<file path="config.mk">
export PLATFORM = sky130hd
export DESIGN_NAME = rtb_div
export DESIGN_NICKNAME = d
export VERILOG_FILES = /design/src/rtl/rtb_pkg.sv /design/src/rtl/rtb_div.sv
export SDC_FILE = /design/constraint.sdc
export NUM_CORES = 2
export LEC_CHECK = 0
export BUFFER_PORTS_ARGS = -buffer_cell sky130_fd_sc_hd__buf_2
export CORE_MARGIN = 10
export CORE_UTILIZATION = 60
export DETAILED_ROUTE_END_ITERATION = 10
export GPL_TIMING_DRIVEN = 0
export PLACE_DENSITY = 0.76
export SLEW_MARGIN = 15
export SYNTH_ARGS = -nofsm -noshare
export SYNTH_HDL_FRONTEND = slang
export SYNTH_SLANG_ARGS = --single-unit
export TNS_END_PERCENT = 20
</file>
<file path="constraint.sdc">
create_clock -name clk -period 8.8 [get_ports clk]
set_input_delay 0.88 -clock clk [delete_from_list [all_inputs] [get_ports clk]]
set_output_delay 0.88 -clock clk [all_outputs]
set_load 0.005 [all_outputs]
</file>
<file path="src/rtl/rtb_pkg.sv">
// Shared types, constants and helper functions of the ranging timing budget block.
// Used by every module under rtl; no dependencies.
package rtb_pkg;

  localparam int REQ_W  = 22;
  localparam int BUD_W  = 32;
  localparam int CODE_W = 16;
  localparam int NS_W   = 20;
  localparam int US_W   = 23;
  localparam int DIV_W  = 32;
  localparam int CIDX_W = 3;
  localparam int CDAT_W = 16;

  localparam logic [CIDX_W-1:0] CFG_SEQ       = 3'd0;
  localparam logic [CIDX_W-1:0] CFG_PRE_PER   = 3'd1;
  localparam logic [CIDX_W-1:0] CFG_FIN_PER   = 3'd2;
  localparam logic [CIDX_W-1:0] CFG_MSRC_TO   = 3'd3;
  localparam logic [CIDX_W-1:0] CFG_PRE_TO    = 3'd4;
  localparam logic [CIDX_W-1:0] CFG_FIN_TO    = 3'd5;

  localparam logic [BUD_W-1:0] START_GET = 32'd2870;
  localparam logic [BUD_W-1:0] START_SET = 32'd2280;
  localparam logic [BUD_W-1:0] COST_TCC  = 32'd590;
  localparam logic [BUD_W-1:0] COST_DSS  = 32'd690;
  localparam logic [BUD_W-1:0] COST_MSRC = 32'd660;
  localparam logic [BUD_W-1:0] COST_PRE  = 32'd660;
  localparam logic [BUD_W-1:0] COST_FIN  = 32'd550;
  localparam logic [BUD_W-1:0] BUDGET_MIN = 32'd20000;

  // ns = 3813*pclks + (120*pclks + 500)/1000
  localparam logic [NS_W-1:0] NS_MUL = 20'd3813;
  // floor(x/1000) = (x * RECIP) >> RECIP_SH, exact for 32-bit x
  localparam logic [28:0] RECIP    = 29'd274877907;
  localparam int          RECIP_SH = 38;

  localparam int SEQ_MSRC = 2;
  localparam int SEQ_DSS  = 3;
  localparam int SEQ_TCC  = 4;
  localparam int SEQ_PRE  = 6;
  localparam int SEQ_FIN  = 7;

  typedef struct packed {
    logic [7:0]  seq;
    logic [7:0]  pre_per;
    logic [7:0]  fin_per;
    logic [7:0]  msrc_to;
    logic [15:0] pre_to;
    logic [15:0] fin_to;
  } rtb_cfg_t;

  typedef struct packed {
    logic [REQ_W-1:0]  req;
    logic [US_W-1:0]   msrc_us;
    logic [US_W-1:0]   pre_us;
    logic [US_W-1:0]   fin_us;
    logic [CODE_W-1:0] pre_m;
    logic [NS_W-1:0]   ns_fin;
  } rtb_times_t;

  typedef struct packed {
    logic [BUD_W-1:0]  budget;
    logic              ok;
    logic              wr;
    logic [CODE_W-1:0] pre_m;
  } rtb_side_t;

  function automatic logic [7:0] period_pclks(input logic [7:0] c);
    logic [7:0] c1;
    c1 = c + 8'd1;
    return {c1[6:0], 1'b0};
  endfunction

  function automatic logic [NS_W-1:0] pclk_period_ns(input logic [7:0] p);
    logic [NS_W-1:0] base;
    logic [14:0]     v;
    logic [4:0]      t;
    base = NS_MUL * NS_W'(p);
    v = 15'd120 * 15'(p) + 15'd500;
    t = '0;
    for (int k = 1; k <= 30; k++) begin
      if (v >= 15'(1000 * k)) t = t + 5'd1;
    end
    return base + NS_W'(t);
  endfunction

  function automatic logic [CODE_W-1:0] decode_code(input logic [15:0] c);
    logic [15:0] sh;
    sh = {8'd0, c[7:0]} << c[11:8];
    if (c[15:8] >= 8'd16) return 16'd1;
    return sh + 16'd1;
  endfunction

  function automatic logic [CODE_W-1:0] encode_code(input logic [15:0] m);
    logic [15:0] mm;
    logic [3:0]  e;
    logic [15:0] man;
    mm = m - 16'd1;
    e = '0;
    for (int i = 8; i < 16; i++) begin
      if (mm[i]) e = 4'(i - 7);
    end
    man = mm >> e;
    if (m == 16'd0) return 16'd0;
    return {4'd0, e, man[7:0]};
  endfunction

endpackage

</file>
<file path="src/rtl/rtb_div.sv">
// Pipelined restoring divider, one quotient bit per stage, with sideband.
// Depends on rtb_pkg.
module rtb_div (
  input  logic                      clk,
  input  logic                      rst,
  input  logic                      adv,
  input  logic                      in_valid,
  input  logic [rtb_pkg::DIV_W-1:0] in_num,
  input  logic [rtb_pkg::NS_W-1:0]  in_den,
  input  rtb_pkg::rtb_side_t        in_side,
  output logic                      out_valid,
  output logic [rtb_pkg::DIV_W-1:0] out_quo,
  output rtb_pkg::rtb_side_t        out_side
);
  import rtb_pkg::*;

  logic [DIV_W-1:0] nq  [0:DIV_W];
  logic [NS_W-1:0]  rem [0:DIV_W];
  logic [NS_W-1:0]  den [0:DIV_W];
  rtb_side_t        sd  [0:DIV_W];
  logic             vld [0:DIV_W];

  assign nq[0]  = in_num;
  assign rem[0] = '0;
  assign den[0] = in_den;
  assign sd[0]  = in_side;
  assign vld[0] = in_valid;

  for (genvar k = 0; k < DIV_W; k++) begin : g_stage
    logic [NS_W:0] sh, df;
    logic          ge;
    always_comb begin
      sh = {rem[k], nq[k][DIV_W-1]};
      ge = sh >= {1'b0, den[k]};
      df = sh - {1'b0, den[k]};
    end
    always_ff @(posedge clk) begin
      if (rst) vld[k+1] <= 1'b0;
      else if (adv) vld[k+1] <= vld[k];
      if (adv) begin
        rem[k+1] <= ge ? df[NS_W-1:0] : sh[NS_W-1:0];
        nq[k+1]  <= {nq[k][DIV_W-2:0], ge};
        den[k+1] <= den[k];
        sd[k+1]  <= sd[k];
      end
    end
  end

  assign out_valid = vld[DIV_W];
  assign out_quo   = nq[DIV_W];
  assign out_side  = sd[DIV_W];

endmodule

</file>
== Yosys cells after proc, flatten, opt, wreduce, memory -nomap -nowiden ==
Index checks and enable logic that the tools add are counted.

* Register bits: 3896
* Output and inout port bits: 83
* Memory bits (writable): 0
* Bits in latches: 0
* Memories: 0
* Bits in read-only memories: 0
* Logic and storage cells: 349
* Input bits: 106

* $add $sub $neg: 31
* Magnitude comparators: 32
* Reductions and logical operators: 0
* Multipliers: 0
* Div/mod/pow operators: 0
* Equality and inequality tests: 0
* Bitwise gates (word level): 0
* Muxes and demuxes: 31
* Shift-type cells: 0

{| class="wikitable"
|+ Operators with widths
! kind !! number
|-
| greater-or-equal comparator 21 x 20 -> 1 bit || 31
|-
| two-way mux 20 bit || 30
|-
| subtractor 20 bit || 30
|-
| greater-or-equal comparator 1 x 20 -> 1 bit || 1
|-
| subtractor 1 x 20 -> 20 bit || 1
|-
| two-way mux 1 bit || 1
|}

== Depth between registers and ports, before layout ==
* Depth in word-level cells: 2
* Depth in mapped cells: 13
* Depth with buffers taken out: 13

== Worst setup path before layout ==
OpenSTA, ideal clock, no wires.

* Kind: register to register
* Start: register den[561] (netlist bit)
* End: register rem (netlist bit g_stage[5].sh[14]) (data pin)
* Slack: 5.799 ns
* Path buffers: 1
* Cell stages (with the launch flop): 13
* Required time: 8.540 ns
* Clock period less this slack: 3.001 ns
* Setup time: 0.260 ns
* Data arrival time: 2.741 ns
* Cell sequence: edfxtp_1 > inv_1 > ha_1 > nor2b_1 > o31ai_2 > a21oi_1 > a21oi_2 > o22a_1 > a211o_1 > a211oi_2 > a2111oi_4 > buf_4 > mux2_2

* Word-level cells in the longest chain between the ends: 2
* Elaborated cells between the ends (all ways): 3
* Those cells by class: 1 x add/sub; 1 x order compare; 1 x mux

{| class="wikitable"
|+ Ends and longest elaborated chain
! item !! line !! RTL
|-
| start, declared || rtb_div.sv:19 || <nowiki>logic [NS_W-1:0] den [0:DIV_W];</nowiki>
|-
| start signal, assigned by index || rtb_div.sv:43 || <nowiki>den[k+1] <= den[k];</nowiki>
|-
| subtractor 20 bit / greater-or-equal comparator 21 x 20 -> 1 bit (equally long branches) || rtb_div.sv:35, rtb_div.sv:34 ||
|-
| two-way mux 20 bit * || rtb_div.sv:41 || <nowiki>rem[k+1] <= ge ? df[NS_W-1:0] : sh[NS_W-1:0];</nowiki>
|-
| end signal, assigned by index || rtb_div.sv:41 ||
|-
| end, declared || rtb_div.sv:18 || <nowiki>logic [NS_W-1:0] rem [0:DIV_W];</nowiki>
|}

Every way passes the cells marked *; elsewhere a longest branch is shown, timed or not.
A chain may end at the register's enable or synchronous reset.

==> impl_metrics.env <==
export IMPL_max_cap_violations=0
export IMPL_setup_slack_of_the_critical_path_after_layout_ns=3.54
export IMPL_dr_total_vias=79000
export IMPL_crit_path_time_final_ns=5.26
export IMPL_r2r_slack_ns=4.47
export IMPL_mappedNetlistArea_mm2=0.156
export IMPL_timing_hold_worst_start="in_num[24]"
export IMPL_power_leakage_nw=65.1
export IMPL_postSynth_asyncResetShare_pct=0
export IMPL_overflow=0
export IMPL_core_rowCount=187
export IMPL_pin_count_of_the_biggest_net_entering_global_routing=169
export IMPL_grt_first_pass_wirelength_um=428000
export IMPL_worstReg2RegEnd="g_stage[2].sh[5]"
export IMPL_worstSetupPathType="primary input to register"
export IMPL_netlist_instances=9657
export IMPL_maxClockFrequency_mhz=190
export IMPL_syn_nets=10400
export IMPL_portBuffers=188
export IMPL_clock_tree_htree_level_count=5
export IMPL_cts_root_buffer="sky130_fd_sc_hd__clkbuf_16"
export IMPL_finalWeightedCongestion=0.984
export IMPL_seq_area_frac_synth_pct=74.9
export IMPL_setup_total_negative_slack_ns=0
export IMPL_antenna_found_initial=6
export IMPL_yosys_most_used_dff="sky130_fd_sc_hd__edfxtp_1"
export IMPL_post_layout_nonfiller_instances=14000
export IMPL_postPlaceCellArea_mm2=0.162
export IMPL_cts_path_max_buffers=4
export IMPL_cellPowerDensity_mw_per_mm2=328
export IMPL_synth_top_cell_area_share_pct=74.5
export IMPL_number_of_clock_buffers_inserted_by_tritoncts=377
export IMPL_worstMarginPinSlew_ns=1.22
export IMPL_drt_vias_per_instance=5.66
export IMPL_vdd_drop_max_uv=279
export IMPL_setup_repair_after_global_routing_missed_its_margin="false"
export IMPL_post_synth_cell_area_avg_um2=16.1
export IMPL_boundaryPins=189
export IMPL_numPlacedInstances=13300
export IMPL_synth_largest_area_cell="sky130_fd_sc_hd__edfxtp_1"
export IMPL_report_final_hold_viol_count=0
export IMPL_hold_buffers=0
export IMPL_cpPeakStageDelay_ns=0.67
export IMPL_cts_setup_buffers=0
export IMPL_post_synth_num_cell_types=89
export IMPL_drive_above_1_share_pct=11.8
export IMPL_die_w_um=530
export IMPL_clkSlewWorstSetupHoldPaths_ns=0.07
export IMPL_die_area_mm2=0.280
export IMPL_critical_path_reg2reg_startpoint="g_stage[1].sh[10]"
export IMPL_startpoint_type="primary input"
export IMPL_synth_warnings=0
export IMPL_synth_top_cells_by_area="sky130_fd_sc_hd__edfxtp_1 74%, sky130_fd_sc_hd__ha_1 5.0%, sky130_fd_sc_hd__mux2_2 2.1%"
export IMPL_reg2regPathDepth=10
export IMPL_critical_path_cell_by_cell="buf_12, buf_16, buf_16, buf_16, buf_16, buf_16, clkbuf_1, buf_1, mux2i_1, nor2_1"
export IMPL_finalSetupViolCount=0
export IMPL_first_global_vias=80900
export IMPL_dp_hpwl_um=170000
export IMPL_tritoncts="yes"
export IMPL_finalCritPeriodShare_pct=59.8
export IMPL_design_power_total_w=0.0571
export IMPL_cp_max_delay_cell="sky130_fd_sc_hd__buf_1"
export IMPL_drc=0
export IMPL_worst_setup_path_startpoint="adv"
export IMPL_synth_edff_count=3864
export IMPL_detail_route_iter0_violations=6123
export IMPL_timing_critical_path_buf_inv=8
export IMPL_max_slew_violation_total_from_the_final_report=0
export IMPL_area_growth_pct=11.6
export IMPL_clock_sink_count=3896
export IMPL_count_of_cells_resized_by_post_cts_repair=0
export IMPL_critical_path_required_ns=9.59
export IMPL_groute_usage_overall_pct=18.9
export IMPL_wirelength_um=271000
export IMPL_starting_density_of_the_core_pct=60.2
export IMPL_crit_arrival_ns=6.05
export IMPL_drt_wirelength_per_cell_um=19.4
export IMPL_synth_ff_latch_count=3896
export IMPL_critical_path_endpoint="vld[30]"
export IMPL_final_setup_skew_ns=0.0706
export IMPL_layout_cell_area_non_filler_mm2=0.174
export IMPL_min_path_type="primary input to register"
export IMPL_outcome="completed"
export IMPL_timing_critical_path_to_type="register"
export IMPL_die_h_um=530
export IMPL_drt_pass1_iterations=6
export IMPL_critPathTopFamily="buffers and inverters"
export IMPL_antenna_left=0
export IMPL_max_slew_margin_rel_pct=17.3
export IMPL_cp_num_cells=10
export IMPL_clkLatencyLatePin_ns=0.92
export IMPL_final_nets=11000
export IMPL_worst_path_most_repeated_cell="sky130_fd_sc_hd__buf_16"
export IMPL_core_mm2=0.259
export IMPL_timing_critical_path_fanout_max=164
export IMPL_post_place_ws_ns=2.74
## kinds of logic after synthesis
group,count (synthesis),share of synthesized area (%)
compound gates,1661,6.91
buf+inv,1005,2.67
xor+xnor,418,2.35
simple gates,1626,4.98
mux,399,2.82
fa+ha+maj,652,5.38
flops,3896,74.9
## placed cells by master, fill, tap and decap left out, types with 83 or more instances in the layout
cell                           n
sky130_fd_sc_hd__edfxtp_1   3864
sky130_fd_sc_hd__clkbuf_16   380
sky130_fd_sc_hd__nor2_1      569
sky130_fd_sc_hd__nor3_1      116
sky130_fd_sc_hd__clkinv_1     84
sky130_fd_sc_hd__a21o_1      214
sky130_fd_sc_hd__xor2_1      140
sky130_fd_sc_hd__xnor2_1     278
sky130_fd_sc_hd__inv_1       796
sky130_fd_sc_hd__nand3_1      86
sky130_fd_sc_hd__clkbuf_1    127
sky130_fd_sc_hd__nor2b_1     108
sky130_fd_sc_hd__ha_1        622
sky130_fd_sc_hd__nand2_1     372
sky130_fd_sc_hd__o21a_1      105
sky130_fd_sc_hd__buf_2       237
sky130_fd_sc_hd__o21ai_0     295
sky130_fd_sc_hd__mux2i_1      83
sky130_fd_sc_hd__a21oi_1     500
sky130_fd_sc_hd__buf_4        88
sky130_fd_sc_hd__mux2_2      296
## Yosys cell counts, types with 34 or more instances
cell / count
sky130_fd_sc_hd__nand4_1: 82
sky130_fd_sc_hd__nand3_1: 86
sky130_fd_sc_hd__nor2b_1: 108
sky130_fd_sc_hd__xnor2_1: 278
sky130_fd_sc_hd__a21boi_0: 34
sky130_fd_sc_hd__or3_1: 46
sky130_fd_sc_hd__o21ai_0: 295
sky130_fd_sc_hd__ha_1: 622
sky130_fd_sc_hd__clkbuf_1: 58
sky130_fd_sc_hd__a31oi_1: 58
sky130_fd_sc_hd__xor2_1: 140
sky130_fd_sc_hd__nor2_1: 569
sky130_fd_sc_hd__inv_1: 796
sky130_fd_sc_hd__nand2_1: 372
sky130_fd_sc_hd__a21o_1: 214
sky130_fd_sc_hd__a21oi_1: 500
sky130_fd_sc_hd__buf_4: 88
sky130_fd_sc_hd__edfxtp_1: 3864
sky130_fd_sc_hd__mux2_2: 296
sky130_fd_sc_hd__mux2i_1: 83
sky130_fd_sc_hd__buf_2: 50
sky130_fd_sc_hd__o21a_1: 105
sky130_fd_sc_hd__o31ai_1: 58
sky130_fd_sc_hd__nor3_1: 116
sky130_fd_sc_hd__nand2b_1: 71
sky130_fd_sc_hd__a211oi_1: 64
sky130_fd_sc_hd__and3_1: 41
sky130_fd_sc_hd__o21bai_1: 36
## flip-flops by register name (all words and copies together), names as in the netlist
name	cells
den	620
g_stage.sh	651
nq	961
out_quo	32
out_side	50
out_valid	1
sd	1550
vld	31
## worst register-to-register path, cell delays in order, from the launching register on
cell                       delay (ns)
sky130_fd_sc_hd__edfxtp_1        0.40
sky130_fd_sc_hd__ha_1            0.42
sky130_fd_sc_hd__nand3_1         0.16
sky130_fd_sc_hd__nor2_1          0.36
sky130_fd_sc_hd__nand4_1         0.36
sky130_fd_sc_hd__o41ai_1         0.77
sky130_fd_sc_hd__a21o_1          0.14
sky130_fd_sc_hd__clkbuf_1        0.51
sky130_fd_sc_hd__buf_2           0.44
sky130_fd_sc_hd__buf_2           0.37
sky130_fd_sc_hd__a21oi_1         0.14
## metal layers
layer | up-vias | GRT usage (%) | wire length, um
met4 | 2 | 6.77 | 9640
li1 | 37700 | - | -
met1 | 38700 | 23.5 | 110000
met3 | 601 | 3.10 | 12900
met2 | 2020 | 33.6 | 139000
met5 | - | 0 | 7
## report_power, final
part           leakage, nW  internal (W)  switching (W)
combinational         21.3       0.00711        0.00911
sequential            38.0        0.0240        0.00117
clock                 5.86       0.00895        0.00681
## worst min-delay path by stage
stage | to | slack [ns] | cells past startpoint
2_1_floorplan | g_stage[10].sh[0] | 0.40 | 0
3_3_place_gp | sd[1090] | 0.40 | 0
3_5_place_dp | g_stage[13].sh[0] | 0.40 | 0
4_1_cts | sd[1568] | 0.04 | 1
5_1_grt | sd[1559] | 0.06 | 1
6_report | nq[1017] | 0.13 | 1
## per-stage QoR
step | util [%] | hold slack, ns
2_1_floorplan | - | 0.400
3_3_place_gp | 62.2 | 0.400
3_5_place_dp | 62.5 | 0.405
4_1_cts | 67.1 | 0.0374
5_1_grt | 67.1 | 0.0637
6_report | 67.1 | 0.128
## cell type report
class / instances / area (um^2)
flip-flops and latches: 3896 / 117000
multi-input cells: 4756 / 35000
repair buffers: 216 / 1730
clock inverters: 226 / 2220
well taps: 3402 / 4260
diodes: 4 / 10.0
inverters: 799 / 3000
clock buffers: 454 / 9840
fillers: 16800 / 85200
plain buffers: 206 / 1170
Power figures use the tool's default switching activity.
